$ cat config.mk
export PLATFORM = sky130hd
export DESIGN_NAME = bptc_fifo
export DESIGN_NICKNAME = d
export VERILOG_FILES = /design/src/hw/rtl/bptc_pkg.sv /design/src/hw/rtl/bptc_fifo.sv
export SDC_FILE = /design/constraint.sdc
export NUM_CORES = 1
export LEC_CHECK = 0
export BUFFER_PORTS_ARGS = -buffer_cell sky130_fd_sc_hd__buf_2
export CAP_MARGIN = 20
export CORE_MARGIN = 2
export CORE_UTILIZATION = 55
export CTS_CLUSTER_SIZE = 28
export DETAILED_ROUTE_END_ITERATION = 16
export PLACE_DENSITY = 0.72
export SLEW_MARGIN = 20
export SYNTH_ARGS = -nofsm -noshare
export SYNTH_HDL_FRONTEND = slang
export SYNTH_SLANG_ARGS = --single-unit
$ cat constraint.sdc
create_clock -name clk -period 3.9 [get_ports clk]
set_input_delay 0.195 -clock clk [delete_from_list [all_inputs] [get_ports clk]]
set_output_delay 0.195 -clock clk [all_outputs]
set_load 0.005 [all_outputs]
$ cat src/hw/rtl/bptc_pkg.sv
package bptc_pkg;

  localparam int RAW_W   = 24;   // raw conversion result
  localparam int SCL_W   = 31;   // scaled reading, signed Q24
  localparam int MAG_W   = 30;   // magnitude of a scaled reading
  localparam int RECIP_W = 31;
  localparam int NUM_W   = 35;   // |raw| << shift plus half divisor
  localparam int DIV_W   = 8;
  localparam int SH_W    = 4;

  // Mulq unit operand / result widths
  localparam int MQ_AW = 56;
  localparam int MQ_BW = 40;
  localparam int MQ_PW = 64;

  // Output limits
  localparam logic signed [15:0] TEMP_MAX  = 16'sh7FFF;
  localparam logic signed [15:0] TEMP_MIN  = -16'sh8000;
  localparam logic [22:0]        PRESS_MAX = 23'h7FFFFF;
  localparam logic [22:0]        PRESS_MIN = 23'h000000;

  // Scale factor k = 2^s * d, d = 2^j - 1.
  // Reading scaled as q = floor((|r| * 2^(24-s) + (d-1)/2) / d).
  localparam logic [DIV_W-1:0] SCALE_DIV [8] = '{
    8'd1, 8'd3, 8'd7, 8'd15, 8'd31, 8'd63, 8'd127, 8'd255
  };
  localparam logic [DIV_W-1:0] SCALE_HALF [8] = '{
    8'd0, 8'd1, 8'd3, 8'd7, 8'd15, 8'd31, 8'd63, 8'd127
  };
  localparam logic [SH_W-1:0] SCALE_SHIFT [8] = '{
    4'd5, 4'd5, 4'd5, 4'd5, 4'd11, 4'd11, 4'd11, 4'd11
  };
  // floor(2^(shift+24) / d)
  localparam logic [RECIP_W-1:0] SCALE_RECIP [8] = '{
    31'((64'd1 << 29) / 64'd1),
    31'((64'd1 << 29) / 64'd3),
    31'((64'd1 << 29) / 64'd7),
    31'((64'd1 << 29) / 64'd15),
    31'((64'd1 << 35) / 64'd31),
    31'((64'd1 << 35) / 64'd63),
    31'((64'd1 << 35) / 64'd127),
    31'((64'd1 << 35) / 64'd255)
  };

  typedef enum logic [2:0] {
    REG_CAL_LO    = 3'd0,
    REG_CAL_MID   = 3'd1,
    REG_CAL_HI    = 3'd2,
    REG_PRESS_OSR = 3'd3,
    REG_TEMP_OSR  = 3'd4
  } cfg_reg_t;

  typedef struct packed {
    logic signed [SCL_W-1:0] ts;
    logic signed [SCL_W-1:0] ps;
  } scaled_pair_t;

  typedef struct packed {
    logic signed [11:0] c0;
    logic signed [11:0] c1;
    logic signed [19:0] c00;
    logic signed [19:0] c10;
    logic signed [15:0] c01;
    logic signed [15:0] c11;
    logic signed [15:0] c20;
    logic signed [15:0] c21;
    logic signed [15:0] c30;
  } coef_t;

endpackage

$ cat src/hw/rtl/bptc_fifo.sv
// Queue between front and back. Space is reserved at accept time, so the
// front never has to stall once an item is in flight.
module bptc_fifo import bptc_pkg::*; #(
  parameter int DEPTH = 16
) (
  input  logic         clk,
  input  logic         rst,
  input  logic         reserve,
  input  logic         push,
  input  scaled_pair_t push_data,
  output logic         full,
  output logic         pop_valid,
  output scaled_pair_t pop_data
);

  localparam int AW = $clog2(DEPTH);

  scaled_pair_t  mem [DEPTH];
  logic [AW-1:0] wr_ptr, rd_ptr;
  logic [AW:0]   count, credits;
  logic          pop;

  assign pop  = (count != '0);
  assign full = (credits == (AW+1)'(DEPTH));

  always_ff @(posedge clk) begin
    if (push) begin
      mem[wr_ptr] <= push_data;
    end
    pop_data <= mem[rd_ptr];
  end

  always_ff @(posedge clk) begin
    if (rst) begin
      wr_ptr    <= '0;
      rd_ptr    <= '0;
      count     <= '0;
      credits   <= '0;
      pop_valid <= 1'b0;
    end else begin
      if (push) begin
        wr_ptr <= (wr_ptr == AW'(DEPTH - 1)) ? '0 : wr_ptr + 1'b1;
      end
      if (pop) begin
        rd_ptr <= (rd_ptr == AW'(DEPTH - 1)) ? '0 : rd_ptr + 1'b1;
      end
      count     <= count + (AW+1)'(push) - (AW+1)'(pop);
      credits   <= credits + (AW+1)'(reserve) - (AW+1)'(pop);
      pop_valid <= pop;
    end
  end

endmodule

==> results.toml <==
[outcome]
status = "completed"

[route]
ant_nets = 0
dr.first_iter.drc_count = 1902
drt-pass1-iter-count = 5
vias_per_cell = 6.13
routed_wl_mm = 83.3
route.vias.total = 18500
wl_per_cell_um = 27.7
drc_errors = 0

[worst_setup_path]
crit_required_ps = 4440
critPathLaunchType = "register"
end_kind = "register"
worstSetupPathType = "register to register"
worstPathMaxFanout = 5
worst_ep_arrival_time_ps = 3220
cp_slowest_stage_delay_ps = 410
slowest_stage = "nor4b_2"
path_cells = "inv_1 > ha_1 > nor4b_2 > inv_2 > ha_1 > inv_1 > ha_1 > inv_1 > fa_1 > nor2b_1 > o21bai_1 > a21oi_1 > nor3b_1"

[sta]
rsz0062_at_grt = "false"
fin_skew_ps = 22.6
min_period_ps = 2680
fmax_mhz = 373
setup_tns_ps = 0
period_share_pct = 68.8
holdWs_ps = 454
finalSetupViolCount = 0
worst_pin_slew_ps = 916
relSlewSlack_pct = 38.9
hold_violations = 0
slew_violations = 0

[clock_network]
clk_pin_slew_worst_paths_ps = 60
numCtsBuffers = 102
clk_latency_ps = 670
h-tree-depth = 3
cts_setup_buffers = 0
cts.sinks = 1073
cts_tree = "done"
clk_path_buf_depth = 3
cts.root.buffer_cell = "clkbuf_16"
cts_resized = 0

[power_and_ir_drop]
powerDensity_nw_per_um2 = 615
swShare_pct = 23.9
power.switching_mw = 6.69
combPwrFrac_pct = 17.3
p_leak_nw = 14.6
p_int_mw = 21.3
total_power_mw = 27.9
ir_worst_vdd_uv = 350
clkPwrFrac_pct = 34.6
pwr-share-seq_pct = 48.1

[synth]
synth_cells = 1716
avgSynthCellArea_um2 = 23.0
syn_nets = 1801
ys_ff_latch = 1073
synth_area_um2 = 39500
seq_area_frac_synth_pct = 79.6
ys.flop_type = "edfxtp_1"
synth_edf_count = 992
synthArstFlopShare_pct = 0
synth_cell_types = 34
ys_warn_count = 0

[place]
place_congestion = 0.727
place_area_um2 = 41500
dp_hpwl_mm = 41.2
port_buffers = 129

[final_layout]
design_area_um2 = 45500
num-nets-final = 2055
syn2layout_area_growth_pct = 15.1
fill_cells = 4534
drive_gt1_share_pct = 28.5
final_util_pct = 63.8

[floorplan]
row_count = 98
start_util_pct = 55.4
die-area_um2 = 73900
core_um2 = 71200
io_pins = 130
dieHeight_um = 272
die_w_um = 272

[global_routing]
grt_pass1_wl_mm = 123
antenna_found_initial = 6
overflow = 0
grt_max_degree = 63
grt_use_total_pct = 22.9
grt_pass1_vias = 19300

[job]
maxCapViolCount = 0

[worst_hold_path]
hold_path_class = "input port to register"
-- path summary, 6_finish.rpt --
| path | slack, ps | endpoint | cells after the start | startpoint |
|---|---|---|---|---|
| setup / recovery | 1220 | credits[4] | 13 | count[3] |
| hold / removal | 450 | mem[10][41] | 2 | push_data[41] |
| setup reg to reg | 1220 | credits[4] | 13 | count[3] |
| hold reg to reg | 600 | wr_ptr[1] | 2 | wr_ptr[1] |
-- synth_stat cells (2+ instances only) --
master,number,area share [%]
dfxtp_1,81,4.1
mux4_2,248,14
nor3b_1,3,0.057
nand2_1,70,0.67
nor3_1,2,0.025
nor2_1,12,0.11
clkbuf_1,34,0.32
a21oi_1,9,0.11
a21o_1,3,0.057
buf_6,16,0.46
nor2b_1,8,0.13
fa_1,2,0.10
a22oi_1,124,2.4
buf_4,5,0.095
edfxtp_1,992,75
ha_1,17,0.54
buf_1,8,0.076
xnor2_1,2,0.044
o21bai_1,2,0.038
buf_2,24,0.30
inv_1,18,0.17
nand3_1,4,0.051
a211oi_1,2,0.038
and2_1,17,0.27
xor2_1,4,0.089
-- stage by stage --
step	std cells	setup WS [ps]
floorplan	1716	1240
global placement	2749	1340
detailed placement	2749	1200
CTS	3007	1200
global route	3010	995
finish	3010	1220
-- state kept, by name, indices dropped and copies added (netlist names) --
register,count
mem,992
rd_ptr,4
credits,5
pop_data,62
pop_valid,1
wr_ptr,4
count,5
-- worst max-delay path, delay by kind of cell, from the launching register on --
kind,cells,cell delay [ps]
flops,1,320
simple gates,3,650
buf+inv,4,320
fa+ha+maj,4,1000
compound gates,2,270
-- metal layers --
metal,vias to the layer above,part of all wire [%],GRT usage [%]
met5,-,0.046,0
met2,859,50,37.4
met4,6,2.1,6.49
met3,120,8.0,4.09
li1,7737,-,-
met1,9742,40,32.4
-- kinds of logic (layout without fill, tap and decap cells) --
family / after synthesis / after routing / synth area share, %
AO/OA/AOI/OAI: 142 / 142 / 2.64
XOR/XNOR: 6 / 6 / 0.133
adder cells (fa/ha/maj): 19 / 19 / 0.640
buffers and inverters: 106 / 447 / 1.44
flip-flops: 1073 / 1073 / 79.6
multiplexers: 249 / 249 / 14.2
other: 0 / 3 / 0
AND/OR/NAND/NOR: 121 / 121 / 1.42
-- cell type report --
class | count | area, um^2 | area share, %
Antenna cell | 3 | 7.51 | 0.0165
Clock buffer | 138 | 2850 | 6.27
Clock inverter | 53 | 444 | 0.977
Inverter | 19 | 71.3 | 0.157
Multi-Input combinational cell | 537 | 7570 | 16.6
Sequential cell | 1073 | 31400 | 69.1
Tap cell | 950 | 1190 | 2.61
Timing Repair Buffer | 237 | 1910 | 4.21
-- power groups by stage --
stage / combinational [mW] / sequential, mW / clock (mW)
detailed placement: 4.79 / 13.7 / 0
global route: 5.23 / 13.5 / 10.2
CTS: 4.89 / 13.5 / 9.79
global placement: 4.68 / 13.7 / 0
floorplan: 3.64 / 13.5 / 0
finish: 4.83 / 13.5 / 9.66
-- timing repair --
item | 4_1_cts | 5_1_grt
hold endpoints to repair | 1011 | 0
hold buffers | 67 | 0
setup endpoints to repair | 0 | 0
-- placed cells by master, fill, tap and decap left out, types with 11 or more instances in the layout --
cell and instances:
ha_1 17, and2_4 17, clkinv_1 24, nor2_1 11, inv_1 18, a22oi_1 124, buf_4 18, clkinv_2 11
clkbuf_1 23, clkbuf_16 105, edfxtp_1 992, buf_2 129, mux4_2 248, dlygate4sd3_1 67, dfxtp_1 79, buf_12 23
nand2_1 70
(Power assumes the default switching activity.)
