$ cat src/hw/rtl/bptc_pkg.sv
package bptc_pkg;

  localparam int RAW_W   = 24;   // raw conversion result
  localparam int SCL_W   = 31;   // scaled reading, signed Q24
  localparam int MAG_W   = 30;   // magnitude of a scaled reading
  localparam int RECIP_W = 31;
  localparam int NUM_W   = 35;   // |raw| << shift plus half divisor
  localparam int DIV_W   = 8;
  localparam int SH_W    = 4;

  // Mulq unit operand / result widths
  localparam int MQ_AW = 56;
  localparam int MQ_BW = 40;
  localparam int MQ_PW = 64;

  // Output limits
  localparam logic signed [15:0] TEMP_MAX  = 16'sh7FFF;
  localparam logic signed [15:0] TEMP_MIN  = -16'sh8000;
  localparam logic [22:0]        PRESS_MAX = 23'h7FFFFF;
  localparam logic [22:0]        PRESS_MIN = 23'h000000;

  // Scale factor k = 2^s * d, d = 2^j - 1.
  // Reading scaled as q = floor((|r| * 2^(24-s) + (d-1)/2) / d).
  localparam logic [DIV_W-1:0] SCALE_DIV [8] = '{
    8'd1, 8'd3, 8'd7, 8'd15, 8'd31, 8'd63, 8'd127, 8'd255
  };
  localparam logic [DIV_W-1:0] SCALE_HALF [8] = '{
    8'd0, 8'd1, 8'd3, 8'd7, 8'd15, 8'd31, 8'd63, 8'd127
  };
  localparam logic [SH_W-1:0] SCALE_SHIFT [8] = '{
    4'd5, 4'd5, 4'd5, 4'd5, 4'd11, 4'd11, 4'd11, 4'd11
  };
  // floor(2^(shift+24) / d)
  localparam logic [RECIP_W-1:0] SCALE_RECIP [8] = '{
    31'((64'd1 << 29) / 64'd1),
    31'((64'd1 << 29) / 64'd3),
    31'((64'd1 << 29) / 64'd7),
    31'((64'd1 << 29) / 64'd15),
    31'((64'd1 << 35) / 64'd31),
    31'((64'd1 << 35) / 64'd63),
    31'((64'd1 << 35) / 64'd127),
    31'((64'd1 << 35) / 64'd255)
  };

  typedef enum logic [2:0] {
    REG_CAL_LO    = 3'd0,
    REG_CAL_MID   = 3'd1,
    REG_CAL_HI    = 3'd2,
    REG_PRESS_OSR = 3'd3,
    REG_TEMP_OSR  = 3'd4
  } cfg_reg_t;

  typedef struct packed {
    logic signed [SCL_W-1:0] ts;
    logic signed [SCL_W-1:0] ps;
  } scaled_pair_t;

  typedef struct packed {
    logic signed [11:0] c0;
    logic signed [11:0] c1;
    logic signed [19:0] c00;
    logic signed [19:0] c10;
    logic signed [15:0] c01;
    logic signed [15:0] c11;
    logic signed [15:0] c20;
    logic signed [15:0] c21;
    logic signed [15:0] c30;
  } coef_t;

endpackage

$ cat src/hw/rtl/bptc_front.sv
// Front end: takes a reading pair and scales both readings into signed Q24.
// Reciprocal multiply, then an exact remainder correction of up to two.
module bptc_front import bptc_pkg::*; (
  input  logic                    clk,
  input  logic                    rst,
  input  logic                    accept,
  input  logic signed [RAW_W-1:0] raw_temperature,
  input  logic signed [RAW_W-1:0] raw_pressure,
  input  logic [2:0]              temp_sel,
  input  logic [2:0]              press_sel,
  output logic                    push,
  output scaled_pair_t            push_data
);

  logic [7:1] vld;
  logic signed [SCL_W-1:0] lane_out [2];

  always_ff @(posedge clk) begin
    if (rst) begin
      vld <= '0;
    end else begin
      vld <= {vld[6:1], accept};
    end
  end

  assign push         = vld[7];
  assign push_data.ts = lane_out[0];
  assign push_data.ps = lane_out[1];

  for (genvar g = 0; g < 2; g++) begin : g_lane
    logic [2:0]              sel;
    logic signed [RAW_W-1:0] raw1;
    logic [RAW_W-1:0]        mag2;
    logic                    neg2, neg3, neg4, neg5, neg6;
    logic [54:0]             prod3;
    logic [NUM_W-1:0]        num3, num4, num5;
    logic [MAG_W-1:0]        qe4, qe5, q6;
    logic [37:0]             qd5;
    logic [37:0]             rem;
    logic [MAG_W-1:0]        corr;

    assign sel = (g == 0) ? temp_sel : press_sel;
    assign rem = 38'(num5) - qd5;

    always_comb begin
      if (rem >= 38'({SCALE_DIV[sel], 1'b0})) begin
        corr = MAG_W'(2);
      end else if (rem >= 38'(SCALE_DIV[sel])) begin
        corr = MAG_W'(1);
      end else begin
        corr = '0;
      end
    end

    always_ff @(posedge clk) begin
      raw1  <= (g == 0) ? raw_temperature : raw_pressure;

      neg2  <= raw1[RAW_W-1];
      mag2  <= raw1[RAW_W-1] ? RAW_W'(-raw1) : RAW_W'(raw1);

      neg3  <= neg2;
      prod3 <= 55'(mag2) * 55'(SCALE_RECIP[sel]);
      num3  <= (NUM_W'(mag2) << SCALE_SHIFT[sel]) + NUM_W'(SCALE_HALF[sel]);

      neg4  <= neg3;
      qe4   <= prod3[53:24];
      num4  <= num3;

      neg5  <= neg4;
      qe5   <= qe4;
      num5  <= num4;
      qd5   <= 38'(qe4) * 38'(SCALE_DIV[sel]);

      neg6  <= neg5;
      q6    <= qe5 + corr;

      lane_out[g] <= neg6 ? -$signed({1'b0, q6}) : $signed({1'b0, q6});
    end
  end

endmodule

$ cat config.mk
export PLATFORM = sky130hd
export DESIGN_NAME = bptc_front
export DESIGN_NICKNAME = d
export VERILOG_FILES = /design/src/hw/rtl/bptc_pkg.sv /design/src/hw/rtl/bptc_front.sv
export SDC_FILE = /design/constraint.sdc
export NUM_CORES = 2
export LEC_CHECK = 0
export BUFFER_PORTS_ARGS = -buffer_cell sky130_fd_sc_hd__buf_2
export CORE_MARGIN = 5
export CORE_UTILIZATION = 40
export CTS_CLUSTER_DIAMETER = 150
export DETAILED_ROUTE_END_ITERATION = 7
export PLACE_DENSITY_LB_ADDON = 0.3
export SYNTH_ARGS = -nofsm -noshare
export SYNTH_HDL_FRONTEND = slang
export SYNTH_SLANG_ARGS = --single-unit
$ cat constraint.sdc
create_clock -name clk -period 13.4 [get_ports clk]
set_input_delay 0.67 -clock clk [delete_from_list [all_inputs] [get_ports clk]]
set_output_delay 0.67 -clock clk [all_outputs]
set_load 0.03 [all_outputs]
==> results.sh <==
export IMPL_status="finished clean"
export IMPL_final_cell_mix="inv_1, fa_1, ha_1"
export IMPL_core_area_um2=190000
export IMPL_synth_compound_area_share_pct=6.15
export IMPL_synth_seq_cells=699
export IMPL_max_freq_mhz=97.7
export IMPL_nets=10300
export IMPL_fp_dieW_um=446
export IMPL_grt_max_degree=101
export IMPL_synthFlopType="dfxtp_1"
export IMPL_synth_edf_count=0
export IMPL_htree_levels=3
export IMPL_syn_avg_cell_area_um2=9.46
export IMPL_synthSimpleGateAreaFrac_pct=12.6
export IMPL_whs_path_depth=1
export IMPL_drc=0
export IMPL_area_growth_syn_to_layout_pct=8.91
export IMPL_route_antenna_remaining_nets=0
export IMPL_hold_viol_final=0
export IMPL_async_flop_share_pct=0
export IMPL_worst_pin_slew_ns=1.16
export IMPL_syn_inst=8025
export IMPL_drt_total_wl_um=223000
export IMPL_finalClockSkew_ns=0.0577
export IMPL_fillers=18400
export IMPL_synth_mux_area_share_pct=0.478
export IMPL_reg2reg_depth=28
export IMPL_vias_per_cell=5.03
export IMPL_cts_tree="yes"
export IMPL_ios=120
export IMPL_cp_required_ns=13.96
export IMPL_die_height_um=446
export IMPL_hold_path_class="in -> reg"
export IMPL_insertion_delay_ns=0.70
export IMPL_cp_common_cell="inv_1"
export IMPL_num_rows=160
export IMPL_relSlewSlack_pct=22.8
export IMPL_clkSinkCount=699
export IMPL_wl_per_cell_um=20.9
export IMPL_grt_pass1_wl_um=347000
export IMPL_maxSlewViolCount=0
export IMPL_final_common_cell="inv_1"
export IMPL_num_vias=53900
export IMPL_gp_congestion=0.982
export IMPL_drv_cap=0
export IMPL_synth_fa_ha_area_share_pct=47.7
export IMPL_dr_pass1_iters=6
export IMPL_grt_pass1_vias=58000
export IMPL_grt_remaining_overflow=0
export IMPL_clk_path_buf_depth=3
export IMPL_fin_setup_tns_ns=0
export IMPL_cts_buffers=82
export IMPL_synth_cell_types=80
export IMPL_rsz0062_at_grt="false"
export IMPL_fin_crit_sh_pct=76.3
export IMPL_final_layout_size_suffix_gt1_share_pct=5.64
export IMPL_dr_first_iter_drc_count=3947
export IMPL_seq_area_frac_synth_pct=18.4
export IMPL_start_kind="primary input"
export IMPL_post_dp_hpwl_um=183000
export IMPL_io_buffers=119
export IMPL_post_cts_buffers=0
export IMPL_cts_root_buf="clkbuf_16"
export IMPL_start_util_pct=40.1
export IMPL_setup_violations=0
export IMPL_worst_setup_path_end_kind="flip-flop"
export IMPL_grt_total_usage_pct=22.7
export IMPL_synth_top_family_by_area="adder cells"
export IMPL_clk_pin_slew_ns=0.06
export IMPL_synth_nets=10200
export IMPL_yosys_warnings=0
export IMPL_crit_slowest_cell="inv_1"
export IMPL_mappedNetlistArea_um2=75900
export IMPL_antenna_found_initial=9
export IMPL_worst_setup_path_type="in -> reg"
export IMPL_post_route_min_period_ns=10.23
export IMPL_cp_max_fo=23
export IMPL_fp_dieArea_um2=199000
export IMPL_synth_xor_area_share_pct=3.77
export IMPL_arrival_ns=10.79
export IMPL_slowest_delay_ns=0.77
-- cells by family (layout without fill, tap and decap cells) --
| family | after synthesis | count (layout) |
|---|---|---|
| AOI/OAI and AO/OA | 708 | 708 |
| xor gates and xnor gates | 327 | 327 |
| adders and majority gates | 2136 | 2136 |
| buffers and inverters | 2192 | 2356 |
| DFF | 699 | 699 |
| muxes | 33 | 33 |
| other | 1 | 12 |
| and+or+nand+nor | 1929 | 1929 |
-- critical path, delay by kind of cell --
kind	cells	cell delay, ns
xor+xnor	1	0.12
fa+ha+maj	9	3.84
buf+inv	9	1.85
simple gates	5	1.59
compound gates	9	2.71
-- metrics by stage --
stage	worst slack (ns)	hold slack [ns]	instances	util (%)	area, um^2
2_1_floorplan	4.61	0.310	8025	-	75900
3_3_place_gp	2.80	0.310	10500	42.0	79600
3_5_place_dp	2.62	0.312	10500	42.0	79600
4_1_cts	3.38	0.00267	10700	43.6	82700
5_1_grt	2.89	0.0171	10700	43.6	82700
6_report	3.17	0.0721	10700	43.6	82700
-- final timing paths --
path	to	slack (ns)	start
worst max-delay path	g_lane[1].prod3[53]	3.17	press_sel[0]
worst min-delay path	g_lane[1].raw1[17]	0.07	raw_pressure[17]
worst max register to register	g_lane[1].prod3[53]	4.20	g_lane[1].mag2[1]
worst min register to register	g_lane[0].num5[8]	0.29	g_lane[0].num4[8]
-- routing by layer --
layer	global-route usage [%]	up-vias	part of all wire (%)	wire length (um)
met4	7.13	0	3.6	7990
met5	0	-	0	0
met1	31.8	26700	44	98700
li1	-	24700	-	-
met2	35.5	2095	44	97600
met3	4.67	438	8.5	19100
-- area by class of cell --
type | instances | area, um^2 | share of cell area, %
multi-input combinational | 5134 | 53800 | 65.0
sequential | 699 | 14000 | 16.9
inverter | 1988 | 7460 | 9.02
tap | 2511 | 3140 | 3.80
clock buffer | 106 | 2320 | 2.81
timing repair buffer | 214 | 1350 | 1.63
clock inverter | 48 | 652 | 0.788
antenna | 11 | 27.5 | 0.0333
-- Yosys cell counts, types with 38 or more instances --
library cell / instances / area share [%]
inv_1: 1986 / 9.8
fa_1: 1269 / 33
ha_1: 867 / 14
dfxtp_1: 699 / 18
nand2_1: 619 / 3.1
nor2_1: 322 / 1.6
xnor2_1: 253 / 2.9
and2_1: 249 / 2.1
nor2b_1: 197 / 1.6
clkbuf_1: 192 / 0.95
a21oi_1: 184 / 1.2
o21ai_0: 134 / 0.88
a21o_1: 111 / 1.1
nand3_1: 111 / 0.73
and3_1: 99 / 0.82
xor2_1: 74 / 0.85
nand2b_1: 66 / 0.54
or3_1: 62 / 0.51
nor3_1: 56 / 0.37
or2_2: 56 / 0.46
o21a_1: 39 / 0.39
o31ai_1: 38 / 0.38
-- state kept, by name (all words and copies together) (netlist names) --
| signal | count |
|---|---|
| g_lane.qd5 | 76 |
| g_lane.num3 | 70 |
| g_lane.num4 | 70 |
| g_lane.num5 | 70 |
| lane_out | 62 |
| g_lane.prod3 | 60 |
| g_lane.q6 | 60 |
| g_lane.qe4 | 60 |
| g_lane.qe5 | 58 |
| g_lane.mag2 | 48 |
| g_lane.raw1 | 48 |
| vld | 7 |
| g_lane.neg2 | 2 |
| g_lane.neg3 | 2 |
| g_lane.neg4 | 2 |
| g_lane.neg5 | 2 |
| g_lane.neg6 | 2 |
-- timing repair --
item                      CTS  global route
gates resized for setup     0             0
hold buffers                9             0
hold endpoints to repair    9             0
Power is not shown: default switching activity piles up to over one toggle a cycle in this logic, so the estimate is an artifact.
